File: src/design/dar_pkg.sv
package dar_pkg;

  // Angles are signed fixed point with six fraction bits (1/64 degree).
  localparam int ANGLE_W  = 15;
  localparam int REG_W    = 14;
  localparam int DIST_W   = 14;
  localparam int NUM_CELLS = 24;

  localparam logic signed [17:0] DEG180 = 18'sd11520;
  localparam logic signed [17:0] DEG360 = 18'sd23040;
  localparam logic signed [ANGLE_W-1:0] DIR_NONE = 15'sd11584;

  // Configuration register indexes.
  localparam logic [1:0] REG_ANGLE_A = 2'd0;
  localparam logic [1:0] REG_ANGLE_B = 2'd1;
  localparam logic [1:0] REG_THRESH  = 2'd2;

  typedef logic signed [ANGLE_W-1:0] ang_t;

  // Data carried from cell to cell: the six candidates and the running pick.
  typedef struct packed {
    logic                          valid;
    logic [5:0][ANGLE_W-1:0]       cand;
    logic                          have_min;
    logic [DIST_W-1:0]             min_d;
    logic                          found;
    logic [ANGLE_W-1:0]            dir;
  } stage_t;

  // Wrap a candidate once into the closed range from -180 to 180 degrees.
  function automatic ang_t wrap_once(input logic signed [17:0] t);
    logic signed [17:0] r;
    r = t;
    if (r > DEG180) r = r - DEG360;
    if (r < -DEG180) r = r + DEG360;
    return r[ANGLE_W-1:0];
  endfunction

  // Candidate indexes of the pair handled by cell n. Triples run with the
  // third index fastest; the pairs inside a triple are (a,b), (g,b), (g,a).
  function automatic int pair_p(input int n);
    int t;
    int r;
    t = n / 3;
    r = n % 3;
    if (r == 0) return ((t >> 2) & 1) * 3;
    return 2 + (t & 1) * 3;
  endfunction

  function automatic int pair_q(input int n);
    int t;
    int r;
    t = n / 3;
    r = n % 3;
    if (r == 2) return ((t >> 2) & 1) * 3;
    return 1 + ((t >> 1) & 1) * 3;
  endfunction

endpackage

File: src/design/dar_cell.sv
module dar_cell import dar_pkg::*; (
  input  logic             clk,
  input  logic             rst,
  input  logic             en,
  input  logic [REG_W-1:0] thresh,
  input  ang_t             p,
  input  ang_t             q,
  input  stage_t           in,
  output stage_t           out
);

  logic signed [15:0] diff;
  logic signed [15:0] sum;
  logic [15:0]        m;
  logic [15:0]        d;
  logic [15:0]        absd;
  logic [15:0]        abssum;
  logic [16:0]        hi_sum;
  logic               newmin;
  stage_t             nxt;

  // Compare this pair's circular distance with the best so far and update.
  always_comb begin
    diff = 16'(p) - 16'(q);
    sum  = 16'(p) + 16'(q);
    if (diff < 0) m = 16'(diff + 16'(DEG360));
    else if (diff == 16'(DEG360)) m = '0;
    else m = 16'(diff);
    d = (m > 16'(DEG180)) ? 16'(DEG360) - m : m;
    absd = (diff < 0) ? 16'(-diff) : 16'(diff);
    abssum = ((p < 0) ? 16'(-16'(p)) : 16'(p)) + ((q < 0) ? 16'(-16'(q)) : 16'(q));
    hi_sum = {1'b0, absd} + 17'(thresh);
    newmin = !in.have_min || (d[DIST_W-1:0] < in.min_d);
    nxt = in;
    if (newmin) begin
      nxt.have_min = 1'b1;
      nxt.min_d = d[DIST_W-1:0];
      if (absd <= 16'(thresh)) begin
        nxt.found = 1'b1;
        nxt.dir = sum[ANGLE_W:1];
      end
      if (hi_sum >= 17'(DEG360)) begin
        nxt.found = 1'b1;
        nxt.dir = abssum[ANGLE_W:1];
      end
    end
  end

  always_ff @(posedge clk) begin
    if (rst) begin
      out <= '0;
    end else if (en) begin
      out <= nxt;
    end
  end

endmodule

File: config.mk
export PLATFORM = sky130hd
export DESIGN_NAME = dar_cell
export DESIGN_NICKNAME = d
export VERILOG_FILES = /design/src/design/dar_pkg.sv /design/src/design/dar_cell.sv
export SDC_FILE = /design/constraint.sdc
export NUM_CORES = 1
export LEC_CHECK = 0
export ABC_AREA = 1
export BUFFER_PORTS_ARGS = -buffer_cell sky130_fd_sc_hd__clkbuf_2
export CORE_UTILIZATION = 55
export CTS_CLUSTER_SIZE = 40
export DETAILED_ROUTE_END_ITERATION = 6
export PLACE_DENSITY = 0.88
export SLEW_MARGIN = 40
export SYNTH_ARGS = -nofsm -noshare
export SYNTH_HDL_FRONTEND = slang
export SYNTH_SLANG_ARGS = --single-unit
File: constraint.sdc
create_clock -name clk -period 7.8 [get_ports clk]
set_clock_uncertainty 0.05 [all_clocks]
set_input_delay 0.78 -clock clk [delete_from_list [all_inputs] [get_ports clk]]
set_output_delay 0.78 -clock clk [all_outputs]
set_load 0.03 [all_outputs]
==> flow_summary.json <==
{
  "status": "completed",
  "path_common_cell": "nand2_1",
  "required_ps": 8060,
  "max_slew.worst_pin.slew_ps": 762,
  "numCtsBuffers": 17,
  "maxCapViolations": 0,
  "synth-edff-count": 0,
  "num_vias": 11896,
  "dpl.hpwl_um": 26300,
  "critPathCaptureType": "register",
  "fillers": 1650,
  "leakagePower_nw": 7.01,
  "rsz0062_at_grt": "false",
  "clk_latency_ps": 410,
  "cpPeakStageDelay_ps": 560,
  "die_x_um": 141,
  "reg2reg_from": "out[3]",
  "wl_per_cell_um": 14.7,
  "largest_reg_flops": 122,
  "area_growth_pct": 19.1,
  "crit_type": "input port to register",
  "ctsHoldBuffers": 0,
  "routed_wl_um": 32700,
  "holdPathEnd": "out[25]",
  "grt_max_degree": 93,
  "drt_iter0_drc": 909,
  "grt_pass1_wl_um": 52300,
  "drive_gt1_share_pct": 20.8,
  "clk_pin_slew_ps": 60,
  "core-area_mm2": 0.0188,
  "cts-root-buf": "clkbuf_16",
  "finalHoldViolations": 0,
  "grt-ovfl-total": 0,
  "vdd_drop_max_mv": 0.162,
  "clkSinkCount": 122,
  "top_register": "out",
  "crit_arrival_ps": 6930,
  "final_common_cell": "nand2_1",
  "layout.nets": 2219,
  "syn_area_mm2": 0.0107,
  "finalSetupViolCount": 0,
  "largestRegisters": "out: 122 flops",
  "min_path_cells": 2,
  "cts_setup_buffers": 0,
  "ff_latch_area_mm2": 0.00244,
  "ant_nets": 0,
  "syn_inst": 1712,
  "firstDrtPassIters": 6,
  "ys_seq_elements": 122,
  "reg2reg_slack_ps": 7010,
  "place.gp.congestion": 0.973,
  "grt_antenna_before_repair": 0,
  "ys.warnings.count": 0,
  "rows": 50,
  "fmax_ghz": 0.150,
  "hold_path_startpoint": "out[25]",
  "reg2reg_depth": 4,
  "hold_path_class": "register to register",
  "tritoncts": "done",
  "pin_count": 291,
  "final.setup.tns_ps": 0,
  "slowest_stage": "ha_1",
  "die-area_mm2": 0.0199,
  "worstReg2RegEnd": "out[3]",
  "critPathLaunchType": "input port",
  "multi_input_area_mm2": 0.00706,
  "vias_per_cell": 5.34,
  "antenna_cells": 0,
  "synth_nets": 1976,
  "final_cell_mix": "nand2_1 (362), nor2_1 (293), clkbuf_2 (289)",
  "relSlewSlack_pct": 49.2,
  "p_per_area_mw_per_mm2": 241,
  "die_h_um": 141,
  "layout_min_cycle_time_ps": 6670,
  "cts_resized": 0,
  "first_global_vias": 11087,
  "clockBufferDepth": 2,
  "ys_types": 54,
  "async_reset_ff_share_pct": 0,
  "finalPower_mw": 3.06,
  "track_usage_pct": 32.4,
  "drv_slew": 0,
  "period_share_pct": 85.5,
  "ys_seq_area_share_pct": 22.9,
  "port_buffers": 290,
  "synth_flop_cell": "dfxtp_1",
  "h-tree-depth": 4,
  "drc": 0,
  "initial_utilization_pct": 56.6,
  "avgSynthCellArea_um2": 6.23,
  "worstPathMaxFanout": 24
}
[area by class of cell]
| type | count | share of cell area, % |
|---|---|---|
| Inverter | 214 | 6.38 |
| Multi-Input combinational cell | 1307 | 55.6 |
| Clock inverter | 15 | 1.22 |
| Clock buffer | 17 | 3.35 |
| Sequential cell | 122 | 19.2 |
| Timing Repair Buffer | 293 | 11.6 |
| Tap cell | 260 | 2.56 |
[per-layer routing]
metal  vias up  share of wire, %  track usage (%)
met5         -                 0                0
met4         0               5.1             19.2
met3       118               6.4             6.22
met2       492                48             55.3
met1      5345                41             37.8
li1       5941                 -                -
[cells in the mapped netlist, types with 2 or more instances]
| master | instances | share of area [%] |
|---|---|---|
| a211oi_1 | 3 | 0.21 |
| buf_6 | 7 | 0.74 |
| a31oi_1 | 2 | 0.12 |
| buf_1 | 3 | 0.11 |
| o31ai_1 | 4 | 0.28 |
| nand3_1 | 129 | 6.1 |
| nor2_2 | 10 | 0.59 |
| a221oi_1 | 2 | 0.16 |
| xnor2_1 | 12 | 0.99 |
| and2_1 | 3 | 0.18 |
| clkbuf_1 | 39 | 1.4 |
| o21ai_1 | 7 | 0.33 |
| a21oi_2 | 3 | 0.25 |
| inv_2 | 17 | 0.60 |
| fa_1 | 4 | 0.75 |
| nor3_1 | 13 | 0.61 |
| buf_2 | 13 | 0.61 |
| a21oi_1 | 83 | 3.9 |
| nand2_1 | 362 | 13 |
| ha_1 | 91 | 11 |
| nor2_4 | 2 | 0.21 |
| nand4_1 | 21 | 1.2 |
| o21bai_1 | 3 | 0.21 |
| o21ai_0 | 130 | 6.1 |
| nand3b_1 | 5 | 0.35 |
| nand3_2 | 7 | 0.66 |
| dfxtp_1 | 122 | 23 |
| nand2_2 | 28 | 1.6 |
| nor2_1 | 293 | 10 |
| xor2_1 | 60 | 4.9 |
| nor4_1 | 7 | 0.41 |
| inv_1 | 195 | 6.9 |
| nand2_4 | 6 | 0.63 |
| buf_4 | 6 | 0.42 |
[cells by family after synthesis]
logic type	share of synthesized area [%]
simple gates	36.4
buf+inv	10.9
compound gates	12.3
flops	22.9
fa+ha+maj	11.4
xor+xnor	6.07
[metrics by stage]
stage | hold slack [ps] | setup WS (ps) | utilization, % | cell area [um2] | std cells
2_1_floorplan | 541 | 2380 | - | 10700 | 1712
3_3_place_gp | 398 | 1190 | 64.3 | 12100 | 2196
3_5_place_dp | 401 | 822 | 64.3 | 12100 | 2196
4_1_cts | 417 | 1240 | 67.4 | 12700 | 2228
5_1_grt | 432 | 393 | 67.4 | 12700 | 2228
6_report | 413 | 1130 | 67.4 | 12700 | 2228
[power breakdown]
| group | total [mW] | switching [mW] | leakage [nW] | internal [mW] |
|---|---|---|---|---|
| registers | 0.725 | 0.0344 | 1.01 | 0.691 |
| logic | 1.57 | 1.06 | 5.72 | 0.502 |
| clock network | 0.765 | 0.339 | 0.276 | 0.426 |
| total | 3.06 | 1.44 | 7.01 | 1.62 |
[worst max path at each step]
stage	start	to	slack (ps)	cells past startpoint
after floorplan	q[14]	out[9]	2380	38
after global placement	q[14]	out[0]	1190	34
after detailed placement	q[14]	out[5]	820	34
after CTS	q[14]	out[5]	1240	34
after global routing	q[14]	out[5]	390	34
final	q[14]	out[5]	1130	34
[worst max-delay path: cells and delay by family]
| kind | cells | cell delay (ps) |
|---|---|---|
| AND/OR/NAND/NOR | 24 | 3990 |
| buffers and inverters | 4 | 570 |
| adder cells (fa/ha/maj) | 3 | 1040 |
| AO/OA/AOI/OAI | 3 | 530 |
Power figures use the tool's default switching activity.
