## config.mk

```make
export PLATFORM = sky130hd
export DESIGN_NAME = dar_front
export DESIGN_NICKNAME = d
export VERILOG_FILES = /design/src/design/dar_pkg.sv /design/src/design/dar_front.sv
export SDC_FILE = /design/constraint.sdc
export NUM_CORES = 1
export LEC_CHECK = 0
export BUFFER_PORTS_ARGS = -buffer_cell sky130_fd_sc_hd__buf_4
export CAP_MARGIN = 5
export CORE_MARGIN = 1.5
export CORE_UTILIZATION = 40
export CTS_CLUSTER_SIZE = 25
export DETAILED_ROUTE_END_ITERATION = 10
export GPL_TIMING_DRIVEN = 0
export SETUP_SLACK_MARGIN = 0.02
export SLEW_MARGIN = 0
export SYNTH_ARGS = -nofsm -noshare
export SYNTH_HDL_FRONTEND = slang
export SYNTH_SLANG_ARGS = --single-unit
```

## constraint.sdc

```tcl
create_clock -name clk -period 12.7 [get_ports clk]
set_input_delay 3.81 -clock clk [delete_from_list [all_inputs] [get_ports clk]]
set_output_delay 3.81 -clock clk [all_outputs]
set_load 0.01 [all_outputs]
```

## src/design/dar_pkg.sv

```systemverilog
package dar_pkg;

  // Angles are signed fixed point with six fraction bits (1/64 degree).
  localparam int ANGLE_W  = 15;
  localparam int REG_W    = 14;
  localparam int DIST_W   = 14;
  localparam int NUM_CELLS = 24;

  localparam logic signed [17:0] DEG180 = 18'sd11520;
  localparam logic signed [17:0] DEG360 = 18'sd23040;
  localparam logic signed [ANGLE_W-1:0] DIR_NONE = 15'sd11584;

  // Configuration register indexes.
  localparam logic [1:0] REG_ANGLE_A = 2'd0;
  localparam logic [1:0] REG_ANGLE_B = 2'd1;
  localparam logic [1:0] REG_THRESH  = 2'd2;

  typedef logic signed [ANGLE_W-1:0] ang_t;

  // Data carried from cell to cell: the six candidates and the running pick.
  typedef struct packed {
    logic                          valid;
    logic [5:0][ANGLE_W-1:0]       cand;
    logic                          have_min;
    logic [DIST_W-1:0]             min_d;
    logic                          found;
    logic [ANGLE_W-1:0]            dir;
  } stage_t;

  // Wrap a candidate once into the closed range from -180 to 180 degrees.
  function automatic ang_t wrap_once(input logic signed [17:0] t);
    logic signed [17:0] r;
    r = t;
    if (r > DEG180) r = r - DEG360;
    if (r < -DEG180) r = r + DEG360;
    return r[ANGLE_W-1:0];
  endfunction

  // Candidate indexes of the pair handled by cell n. Triples run with the
  // third index fastest; the pairs inside a triple are (a,b), (g,b), (g,a).
  function automatic int pair_p(input int n);
    int t;
    int r;
    t = n / 3;
    r = n % 3;
    if (r == 0) return ((t >> 2) & 1) * 3;
    return 2 + (t & 1) * 3;
  endfunction

  function automatic int pair_q(input int n);
    int t;
    int r;
    t = n / 3;
    r = n % 3;
    if (r == 2) return ((t >> 2) & 1) * 3;
    return 1 + ((t >> 1) & 1) * 3;
  endfunction

endpackage

```

## src/design/dar_front.sv

```systemverilog
module dar_front import dar_pkg::*; (
  input  logic               clk,
  input  logic               rst,
  input  logic               en,
  input  logic               in_valid,
  input  logic [3*ANGLE_W-1:0] bearings,
  input  logic [REG_W-1:0]   angle_a,
  input  logic [REG_W-1:0]   angle_b,
  output stage_t             out
);

  logic signed [17:0] x [3];
  logic signed [17:0] mir [3];
  logic signed [17:0] off_a;
  logic signed [17:0] off_b;
  stage_t             nxt;

  // Mirror each bearing and rotate the second and third pair candidates.
  always_comb begin
    for (int i = 0; i < 3; i++) begin
      x[i] = 18'(signed'(bearings[i*ANGLE_W +: ANGLE_W]));
      mir[i] = (x[i] >= 0) ? DEG180 - x[i] : -DEG180 - x[i];
    end
    off_a = DEG180 - 18'(signed'({1'b0, angle_a}));
    off_b = DEG180 - 18'(signed'({1'b0, angle_b}));
    nxt = '0;
    nxt.valid = in_valid;
    nxt.cand[0] = wrap_once(x[0]);
    nxt.cand[1] = wrap_once(x[1] - off_b);
    nxt.cand[2] = wrap_once(x[2] + off_a);
    nxt.cand[3] = wrap_once(mir[0]);
    nxt.cand[4] = wrap_once(mir[1] - off_b);
    nxt.cand[5] = wrap_once(mir[2] + off_a);
  end

  always_ff @(posedge clk) begin
    if (rst) begin
      out <= '0;
    end else if (en) begin
      out <= nxt;
    end
  end

endmodule

```

==> run summary, run 1 <==
The flow ran to the end, and the final reports show no timing, DRC or antenna violations. The routed layout has 11437 vias. The floorplan has 61 rows. The tools report the final RePlAce weighted congestion as 0.8925. The path class of the tightest hold or removal check is reg2reg. The post-route total power was 1.921 mW; the largest net degree at the start of global routing was 18. The top achievable clock speed was 108.2 MHz; the worst slew margin relative to its limit was 36.09%. The time the worst path needs with I/O delays and setup came out at 9.243 ns. The run gives 1467 as the synthesized instance count. Summed over all nets, the half-perimeter wirelength after detailed placement is 27.89 mm. 199 I/O pins were placed. After synthesis, the netlist uses 103 different library cells.

The run gives 10613 as the via count of the first global-routing pass. The run gives 0 as the number of warnings issued by yosys. The routing usage on met2 came out at 37.90%. For the pin with the worst max-slew slack, the measured transition is 0.9437 ns. Leakage power of the design: 5.863 nW. Once detail routing completed, the nets flagged for antenna violations numbered 0. Including well taps, the total number of placed cells is 2035.

TritonCTS built the clock tree. In this run, CTS created clock tree buffers numbering 9. The routed design has 33.96 mm of wire. The global routing met1 resource utilization was 31.31%; the synthesized-area fraction occupied by adder cells was 11.00%. Of the total synthesized cell area, the portion taken by XOR and XNOR cells is 8.517%.

The count of cells in the finished layout, fillers not included, comes to 2051. Max-cap violations in this run came to 0. Global routing consumed, over all layers together, 23.08% of the routing resources. dfxtp_1 takes more of the synthesized area than any other cell.

The first global-routing pass estimated 54.06 mm of wire. The master cell of the clock root buffer was clkbuf_16. A synthesized cell averages 7.631 µm².

Along the worst path, the maximum fanout reaches 8. STA classifies the critical path startpoint as an input pin. Multiplexer cells account for 5.611% of the synthesized area. The run gives 0 as the buffer count from post-CTS setup fixing. In this run the cell area of the synthesized design comes to 11190 µm².

For this design, the CTS-stage hold fixing added 0 buffers. The detailed router finished its first iteration with 906 violations. The initial antenna violation count was 0. The detailed-routing iteration count for the pre-antenna-repair pass is 5. Chip width: 170.3 µm. The synthesized design contains 88 register bits. Setup repair after global routing left no endpoint under its margin.

The total area inside the core boundary comes to 27630 µm². Post-detailed-route wirelength per cell: 16.56 µm. The initial utilization of the core area, before any placement, comes to 40.52%. Ranked by total cell area, the synthesized netlist is headed by dfxtp_1 (16%), ha_1 (10%), nor2_1 (5.3%). After global routing, the most crowded layer is met2. The vertical die dimension was 170.3 µm. The number of slew-limit violations in the final report came out at 0. The largest register by flop count was out. The synthesized netlist devotes 28.01% of its cell area to compound gates. At the later pin of the worst-skew pair, clock insertion delay measures 0.35 ns. The total overflow left after global routing is 0. At the end of the flow the core is filled with cells to 48.03%. The tree built by TritonCTS fans out to 88 sinks.

The tools report the sequential fraction of the synthesis area as 15.74%. The type of the worst setup path was in2reg. For this design the ratio of total power to cell area is 144.7 nW/µm². The fraction of synthesized cell area taken by the top area cell type was 15.74%.

STA classifies the critical path endpoint as a register. VDD sags by at most 73.80 µV. The tools report the diode insertion count for antenna repair as 0. The clock arrives with 0 ns of skew.

Dividing the detail-routed via count by the number of cells gives 5.576. The number of synthesized flops with an enable pin was 0; the number of flip-flops under the largest register name was 88. The met3 track demand over resource is 3.767%, and the maximum buffer depth of the clock tree is 2. Data on the critical path arrives at its endpoint at 9.44 ns. The final setup violation count came out at 0.

After synthesis, the largest family of logic cells by area is compound AO/OA/AOI/OAI gates. Async set-or-reset flop fraction in the synthesized netlist: 0%. Overall die area: 29000 µm².

The net count of the finished layout is 1841. The area growth from synthesis to layout is 18.54%. The hold violation count in the final report was 0.

After clock tree synthesis, the clock-pin slew on the worst setup and hold paths is 0.07 ns. For the worst setup path, the data required time is 12.90 ns. After detailed routing, the number of remaining DRC violations is 0. The largest registers in the layout are out x88. The part of the cycle the worst path needs was 72.78%; the quantity of gates resized following cts was 0. The layout has 2817 filler cells.

Of the cells placed in the final design, the portion with a size suffix greater than 1 is 15.84%. In this run the register-to-register setup slack is 11.82 ns. The level count of the clock H-tree is 3. In the synthesized netlist the dominant register cell turns out to be dfxtp_1.

The tools report the final sum of negative setup slack as 0 ns. The simple-gate share of the synthesized area was 23.27%; the count of buffers inserted at the top-level ports was 160.
-- per-layer routing --
metal	up-vias	wire, µm
met2	325	15020
met3	43	1890
met4	0	711
met1	5296	16340
met5	-	0
li1	5773	-
-- metrics by stage --
stage | cell area [µm²] | worst slack, ns | hold WS, ns
2_1_floorplan | 11310 | 4.221 | 0.4819
3_3_place_gp | 12980 | 3.146 | 0.4463
3_5_place_dp | 12980 | 3.167 | 0.4693
4_1_cts | 13270 | 3.507 | 0.4802
5_1_grt | 13270 | 3.008 | 0.5005
6_report | 13270 | 3.457 | 0.4823
-- path summary, 6_finish.rpt --
kind                                            start                    end  cells after the start
worst max-delay path                     bearings[17]  out[104]$_SDFFE_PP0P_                     21
worst min-delay path            out[103]$_SDFFE_PP0P_  out[103]$_SDFFE_PP0P_                      2
worst max register to register   out[71]$_SDFFE_PP0P_   out[71]$_SDFFE_PP0P_                      2
worst min register to register  out[103]$_SDFFE_PP0P_  out[103]$_SDFFE_PP0P_                      2
-- cells in the final DEF, fill, tap and decap left out, drive strengths merged, types with 9 or more instances in the layout --
cell type,count
a21oi,88
o31ai,14
xnor2,67
a31oi,13
nand4,17
nor2b,20
dfxtp,88
o211a,11
nand2,88
nor4,10
nor3b,13
nand3,33
buf,211
o21bai,16
and3,9
ha,92
nor2,157
nand3b,12
or4,11
and2,20
nand2b,24
o211ai,15
o22ai,10
nor3,41
or3,31
a211o,12
clkbuf,44
a211oi,40
mux2i,56
conb,31
inv,81
a21o,29
xor2,41
o21ai,77
o21a,27
-- cells by family (layout without fill, tap and decap cells) --
| logic type | after synthesis | after routing |
|---|---|---|
| DFF | 88 | 88 |
| and+or+nand+nor | 509 | 509 |
| other | 1 | 31 |
| xor gates and xnor gates | 108 | 108 |
| adders and majority gates | 96 | 96 |
| buffers and inverters | 163 | 339 |
| AOI/OAI and AO/OA | 440 | 440 |
| muxes | 62 | 62 |
-- area by class of cell --
cell class / instances / area, µm² / area share (%)
multi-input cells: 1246 / 8670 / 65.33
flip-flops and latches: 88 / 1762 / 13.28
repair buffers: 160 / 1201 / 9.051
plain buffers: 86 / 586.8 / 4.422
well taps: 378 / 473.0 / 3.564
inverters: 77 / 289.0 / 2.178
clock buffers: 9 / 225.2 / 1.697
clock inverters: 7 / 63.81 / 0.4809
-- Yosys cell counts (13+ instances only) --
cell type / instances
a211oi_1: 37
a21o_1: 27
a21oi_1: 88
and2_1: 17
buf_4: 34
clkbuf_1: 31
dfxtp_1: 88
ha_1: 92
inv_1: 77
mux2i_1: 56
nand2_1: 88
nand2b_1: 24
nand3_1: 33
nand4_1: 17
nor2_1: 157
nor2b_1: 20
nor3_1: 40
nor3b_1: 13
o211ai_1: 15
o21a_1: 27
o21ai_0: 69
o21bai_1: 16
o31ai_1: 13
or3_1: 30
xnor2_1: 66
xor2_1: 41
-- report_power, final --
part,switching [mW],internal (mW),total [mW]
Clock,0.128,0.137,0.265
Combinational,0.757,0.533,1.29
Sequential,0.0367,0.329,0.366
Total,0.921,0.999,1.92
-- worst max-delay path, stage by stage --
cell and delay (ns):
buf_4 0.13, nor2_1 0.17, nand3b_1 0.15, o41ai_1 0.57, a21oi_1 0.16, o21bai_1 0.24
xor2_1 0.29, ha_1 0.29, clkbuf_1 0.20, a21o_1 0.29, a211o_1 0.32, o31a_1 0.25
xnor2_1 0.35, nand3_1 0.25, a32oi_2 0.40, mux2i_1 0.40, ha_1 0.26, nor4_1 0.08
or4b_2 0.65, nand2_1 0.09, a2111oi_0 0.08
Note: power is estimated with default switching activity, not from simulation.
==> inputs of run 2 (changes only) <==
- clock period: 12.7 -> 8.1 ns (I/O delays scaled with it)
==> run 2 against run 1 <==
Against the previous run:
- clock skew is the same
- largest cell class unchanged
- register-to-register slack lost 4.6 ns
- core utilization is essentially flat
- worst setup slack lost 3.1 ns
- final cell count is the same
==> run summary, run 2 (synthesis gave the netlist of run 1 again) <==
Start point of the critical path: angle_a[0]. The tools report the buffer count from post-CTS setup fixing as 0 (unchanged). The placed instance area came out at 12980 µm² (unchanged). The diode insertion count for antenna repair was 0 (unchanged).

Setup repair after global routing left no endpoint under its margin. The global-route congestion overflow total was 0 (unchanged); the top achievable clock speed was 129.2 MHz. The number of flip-flops under the largest register name is 88 (unchanged), and the worst supply voltage drop on vdd is 115.7 µV (+57%). The logs give 1.443 mW (+57%) for the power spent charging and discharging nets and 27.89 mm (unchanged) for the final HPWL from detailed placement. The logs give -0.05295 ns (-3.220 ns) for the worst slack after detailed placement and 36.11% (about the same) for the worst slew margin relative to its limit.

Register-to-register setup slack: 7.22 ns (-4.60 ns). The run gives 0 (unchanged) as the quantity of gates resized following cts. The tools report the maximum buffer depth of the clock tree as 2 (unchanged). The power share of the sequential group is 19.0% (about the same).

TritonCTS built the clock tree. The final core area utilization was 48.06% (about the same); the switching part of the total was 47.95% (about the same). Internal power component: 1.567 mW (+57%). The logs give 0 (unchanged) for the residual antenna-violating net count after detailed routing and 890 (-1.8%) for the number of DRC markers after the initial detailed-route iteration. The logs give 0 ns (unchanged) for the final worst clock skew and 5.866 nW (about the same) for the leakage power of the design. For the level count of the clock H-tree, the log shows 3 (unchanged). STA classifies the critical path endpoint as a register.

Count of buffers inserted at the top-level ports: 160 (unchanged). The logs give 0.3575 ns (-3.100 ns) for the minimum setup slack in the final design and 29000 µm² (unchanged) for the overall die area. The slew of the pin with the lowest slew margin was 0.9435 ns (-0.0002076 ns). The library cells used most frequently in the layout, excluding fill and tap cells, are buf_4 (194), nor2_1 (157), ha_1 (92). In this run the clock root is driven by a clkbuf_16. Critical path launch point type: an input pin.

The number of buffers created by CTS was 9 (unchanged); the cell area after layout was 13280 µm² (about the same). For the total instance count after detailed placement, the log shows 2035 (unchanged). The part of the cycle the worst path needs is 95.59%, and the detailed-routing iteration count for the pre-antenna-repair pass is 6 (+1).

The data arrival time at the worst-slack endpoint was 8.04 ns (-1.40 ns); the clock group share of total power was 13.8% (about the same). The vertical die dimension was 170.3 µm (unchanged); the chip width was 170.3 µm (unchanged). The worst flop-to-flop path endpoint was out[71]$_SDFFE_PP0P_.

The via density per instance was 5.583 (+0.11%). Detailed-route via count: 11450 (+0.11%). In the final layout, the registers with the most flip-flops are out x88. The required time of the worst setup path is 8.40 ns (-4.50 ns). By startpoint and endpoint, the worst setup path is classified as in2reg.

The tools report the wire length of the first global-routing pass as 54.06 mm (unchanged). The final standard cell count with taps included and fillers excluded is 2051 (unchanged), and the number of primary I/O pins is 199 (unchanged). The flow ran to the end, and the final reports show no timing, DRC or antenna violations.

For the placeable core area, the log shows 27630 µm² (unchanged). The worst hold slack after final layout came out at 0.4796 ns (-0.002677 ns). The post-detailed-route wirelength per cell is 16.55 µm (about the same), and the DRC violation count after routing is 0 (unchanged).

The clock-pin transition on the worst setup and hold timing paths was 0.08 ns (about the same). The post-detailed-routing wire length came out at 33.95 mm (about the same). The run gives 3.011 mW (+57%) as the post-route total power. The tools report the hold violation count in the final report as 0 (unchanged). The leading cell type in the layout, fill and taps excluded is buf_4. The last element of the critical path was out[74]$_SDFFE_PP0P_. The number of sinks handled by clock tree synthesis was 88 (unchanged); the largest net degree at the start of global routing was 18 (unchanged).

The path class of the tightest hold or removal check is reg2reg. The largest register by flop count was out. The largest driver fanout on the critical path came out at 8 (unchanged). The logs give 0 (unchanged) for the final setup violation count and 0 (unchanged) for the count of maximum capacitance violations. Counting I/O delays and the setup requirement, the final critical path takes 7.743 ns.

The run gives 0.8925 (unchanged) as the final RePlAce weighted congestion. The combinational power share was 67.2% (about the same); the clock network latency to the later pin of the worst-skew pair was 0.35 ns (about the same). The combined global-route utilization of all metal layers was 23.08% (unchanged); the number of cells on the worst reg-to-reg path was 2 (unchanged). The layout cell share with drive strength beyond 1 was 15.90% (+0.060 points); the post-synthesis to final-layout area growth was 18.61% (about the same). The startpoint identified for the worst register-to-register timing path is out[71]$_SDFFE_PP0P_. The final net count is 1841 (unchanged).

The tools report the final sum of negative setup slack as 0 ns (unchanged). The number of cell rows is 61 (unchanged). Power density of the placed cells: 226.7 nW/µm² (+57%). The via count of the first global-routing pass came out at 10613 (unchanged).

The run gives 0 (unchanged) as the number of buffers added to fix hold violations after cts. The initial antenna violation count was 0 (unchanged); the number of slew-limit violations in the final report was 0 (unchanged). For the initial cell density of the core, the log shows 40.52% (unchanged).
run 2: changes by cell type in the layout (fill, tap and decap cells not counted):
cell	previous run	this run
o41ai_1	2	1
o41ai_2	1	2
run 2: layout make-up:
type | instances | area, µm²
fillers | 2815 | 14350
multi-input cells | 1246 | 8677
flip-flops and latches | 88 | 1762
repair buffers | 160 | 1201
plain buffers | 86 | 586.8
well taps | 378 | 473.0
inverters | 77 | 289.0
clock buffers | 9 | 225.2
clock inverters | 7 | 63.81
run 2: worst min-delay path by stage:
stage,start,slack (ns),cells after the start,to
2_1_floorplan,out[73]$_SDFFE_PP0P_,0.48,2,out[73]$_SDFFE_PP0P_
3_3_place_gp,out[73]$_SDFFE_PP0P_,0.45,2,out[73]$_SDFFE_PP0P_
3_5_place_dp,out[78]$_SDFFE_PP0P_,0.47,2,out[78]$_SDFFE_PP0P_
4_1_cts,out[78]$_SDFFE_PP0P_,0.48,2,out[78]$_SDFFE_PP0P_
5_1_grt,out[87]$_SDFFE_PP0P_,0.50,2,out[87]$_SDFFE_PP0P_
6_report,out[78]$_SDFFE_PP0P_,0.48,2,out[78]$_SDFFE_PP0P_
run 2: metal layers:
metal	routed length (µm)	track usage (%)
met5	0	0
met4	739	5.771
met3	1995	3.767
met2	15000	37.90
met1	16210	31.31
run 2: critical path, stage by stage:
cell,delay [ns]
buf_4,0.12
inv_1,0.07
ha_1,0.18
nand2_1,0.09
or3_1,0.35
or3_1,0.36
a21oi_1,0.23
nor2_1,0.10
xor2_1,0.18
ha_1,0.29
clkbuf_1,0.29
inv_1,0.16
nand3_1,0.11
o31ai_1,0.07
a221o_1,0.28
a211oi_1,0.72
o21ai_0,0.33
a2bb2oi_1,0.42
o2111ai_1,0.18
nand4_1,0.21
nand2_1,0.23
or4_1,0.53
nand3_1,0.09
run 2: power by group through the flow:
stage	logic (mW)	clock network, mW	registers [mW]
3_3_place_gp	1.97	0	0.581
2_1_floorplan	1.43	0	0.601
6_report	2.02	0.415	0.573
4_1_cts	2.01	0.423	0.573
5_1_grt	2.24	0.441	0.582
3_5_place_dp	1.99	0	0.581
==> inputs of run 3 (changes only) <==
- SETUP_SLACK_MARGIN: 0.02 -> 0.5
==> run 3 against run 2 <==
Against the previous run:
- register-to-register slack about the same
- non-clock buffer count is 6 higher
- final cell count up 0.29%
- cell area rose by 1.6%
- global-route usage about the same
- clock skew is the same
- via count is 0.55% higher
- die area stayed put
- routed wire length increased by 0.52%
- worst setup slack better by 0.30 ns
- core utilization rose by 0.75 points
- flip-flop and latch count is the same
- critical path type unchanged
==> run summary, run 3 (synthesis gave the netlist of run 1 again) <==
The run gives 134.3 MHz (+4.0%) as the top achievable clock speed. The clock network latency to the later pin of the worst-skew pair is 0.35 ns (about the same), and the final core area utilization is 48.80% (+0.75 points). The count of buffers inserted at the top-level ports was 160 (unchanged); the time the worst path needs with I/O delays and setup was 7.445 ns (-0.2973 ns). The worst supply voltage drop on vdd is 129.7 µV (+12%), and the residual antenna-violating net count after detailed routing is 0 (unchanged).

For the DRC violation count after routing, the log shows 0 (unchanged). The slew of the pin with the lowest slew margin came out at 0.9808 ns (+0.03737 ns). The detailed-routing iteration count for the pre-antenna-repair pass is 7 (+1). The run gives 54.12 mm (+0.11%) as the wire length of the first global-routing pass.

The run gives 11513 (+0.55%) as the detailed-route via count. Among all stages on the critical path, the largest delay is contributed by or4b_2. For the sequential cell area, the log shows 1762 µm² (unchanged). The delay contributed by the slowest stage of the critical path is 0.65 ns (-0.07 ns), and the hold violation count in the final report is 0 (unchanged).

The met3 routed wirelength came out at 2.151 mm (+7.8%). For the number of cell rows, the log shows 61 (unchanged). The power density of the placed cells works out to 230.6 nW/µm² (+1.7%). The detailed router used layers up to and including met4.

TritonCTS built the clock tree. The tools report the data arrival time at the worst-slack endpoint as 7.64 ns (-0.40 ns). Initial cell density of the core: 40.52% (unchanged).

STA classifies the critical path startpoint as an input pin. The diode insertion count for antenna repair was 0 (unchanged); the final RePlAce weighted congestion was 0.8925 (unchanged). The run gives 27.89 mm (unchanged) as the final HPWL from detailed placement.

Via count of the first global-routing pass: 10631 (+0.17%). For the final worst clock skew, the log shows 0 ns (unchanged). The vertical die dimension works out to 170.3 µm (unchanged). Setup repair after global routing could not meet its margin everywhere. The largest registers in the layout are out x88. The kind of cell with the highest combined delay on the critical path was simple AND/OR/NAND/NOR gates.

Cell area after layout: 13480 µm² (+1.6%). The run finished with clean final reports. The tools report the initial antenna violation count as 0 (unchanged).

The worst hold slack after final layout is 0.4784 ns (-0.001220 ns). The number of flip-flops under the largest register name works out to 88 (unchanged). Leaving out fill and tap cells, the most frequent cell in the layout is buf_4. The run gives 199 (unchanged) as the number of primary I/O pins. For the overall die area, the log shows 29000 µm² (unchanged). The critical path goes through buf_4 > nor2_1 > nand3b_1 > o41ai_4 > a21oi_1 > o21bai_1 > xor2_1 > ha_1 > clkbuf_2 > a21o_1 > or3b_2 > nand4_1 > a211oi_2 > or3_1 > a32oi_4 > mux2i_4 > ha_1 > nor4_1 > or4b_2 > nand2_1 > a2111oi_0. Dominant cell type by count on the critical path: ha_1. The count of maximum capacitance violations is 0 (unchanged). The worst setup path is captured at a register. The clock-pin transition on the worst setup and hold timing paths was 0.08 ns (about the same).

The chip width was 170.3 µm (unchanged); the part of the cycle the worst path needs was 91.92% (-3.7 points). The critical path buffer and inverter count was 2 (-2). Type of the worst setup path: in2reg. The tools report the number of DRC markers after the initial detailed-route iteration as 862 (-3.1%).

The via density per instance works out to 5.597 (+0.26%). The logs give 15.19 mm (+1.3%) for the routed length on met2 and 12980 µm² (unchanged) for the placed instance area. Compared with the post-synthesis result, the final layout area differs by 20.45%.

The run gives 8.29 ns (-0.11 ns) as the required time of the worst setup path. The number of slew-limit violations in the final report is 0 (unchanged). The largest register by flop count was out. The final net count was 1847 (+0.33%); the largest net degree at the start of global routing was 18 (unchanged). The tools report the global-route congestion overflow total as 0 (unchanged).

The post-detailed-route wirelength per cell works out to 16.59 µm (+0.23%). The worst hold path class was reg2reg. The post-detailed-routing wire length was 34.12 mm (+0.52%); the layout cell share with drive strength beyond 1 was 17.39% (+1.5 points).

The tools report the multi-input logic area as 8837 µm² (+1.8%). The library cells used most frequently in the layout, excluding fill and tap cells, are buf_4 (200), nor2_1 (156), ha_1 (92), nand2_1 (88), dfxtp_1 (88). The maximum buffer depth of the clock tree came out at 2 (unchanged). The level count of the clock H-tree is 3 (unchanged), and the leakage power of the design is 5.939 nW (+1.2%).

The number of buffers created by CTS is 9 (unchanged). The number of sinks handled by clock tree synthesis is 88 (unchanged), and the placeable core area is 27630 µm² (unchanged). The combined global-route utilization of all metal layers was 23.11% (+0.025 points); the worst slew margin relative to its limit was 34.61% (-1.5 points).

The number of fill cells was 2793 (-0.78%). The largest driver fanout on the critical path was 8 (unchanged). The master cell of the clock root buffer is clkbuf_16. The length of routed wiring on met1 came out at 16.05 mm (-1.0%). For the final setup violation count, the log shows 0 (unchanged).
-- run 3: cell count changes in the layout (fill, tap and decap cells not counted), sizes merged --
cell	before	now
buf	211	217
-- run 3: path summary, 6_finish.rpt --
check	start	to	slack [ns]	cells past startpoint
max	bearings[17]	out[104]$_SDFFE_PP0P_	0.65	21
min	out[78]$_SDFFE_PP0P_	out[78]$_SDFFE_PP0P_	0.48	2
max reg2reg	out[71]$_SDFFE_PP0P_	out[71]$_SDFFE_PP0P_	7.22	2
min reg2reg	out[78]$_SDFFE_PP0P_	out[78]$_SDFFE_PP0P_	0.48	2
-- run 3: what timing repair did --
item | CTS | global route
setup buffers | 0 | 6
resized for setup | 2 | 31
endpoints found under the setup margin | 3 | 21
pin swaps | 0 | 8
hold buffers | 0 | 0
-- run 3: stage by stage --
step                      worst slack [ns]  power (mW)  cells  setup TNS, ns
final                               0.6548       3.109   2057              0
after global routing                0.3927       3.366   2057              0
after CTS                           0.4967       3.004   2051              0
after detailed placement          -0.05295       2.571   2035       -0.05295
after global placement            -0.07449       2.549   2035       -0.07449
after floorplan                      1.001       2.029   1497              0
-- run 3: worst register-to-register path: cells and delay by family (launching register included) --
family / cells / cell delay (ns)
flops: 1 / 0.35
simple gates: 1 / 0.15
compound gates: 1 / 0.27
-- run 3: cell type report --
type                    instances  area share (%)
flip-flops and latches         88           13.06
inverters                      77           2.143
clock buffers                   9           1.670
multi-input cells            1246           65.54
well taps                     378           3.507
plain buffers                  86           4.361
repair buffers                166           9.242
clock inverters                 7          0.4732
-- run 3: per-layer routing --
metal | vias up | global-route usage [%]
met1 | 5324 | 31.32
met2 | 361 | 37.95
met3 | 47 | 3.767
met5 | - | 0
met4 | 0 | 5.810
li1 | 5781 | -
-- run 3: report_power, final --
group,switching [mW],total [mW],internal [mW]
logic,1.23,2.12,0.888
registers,0.0573,0.573,0.516
clock network,0.200,0.416,0.215
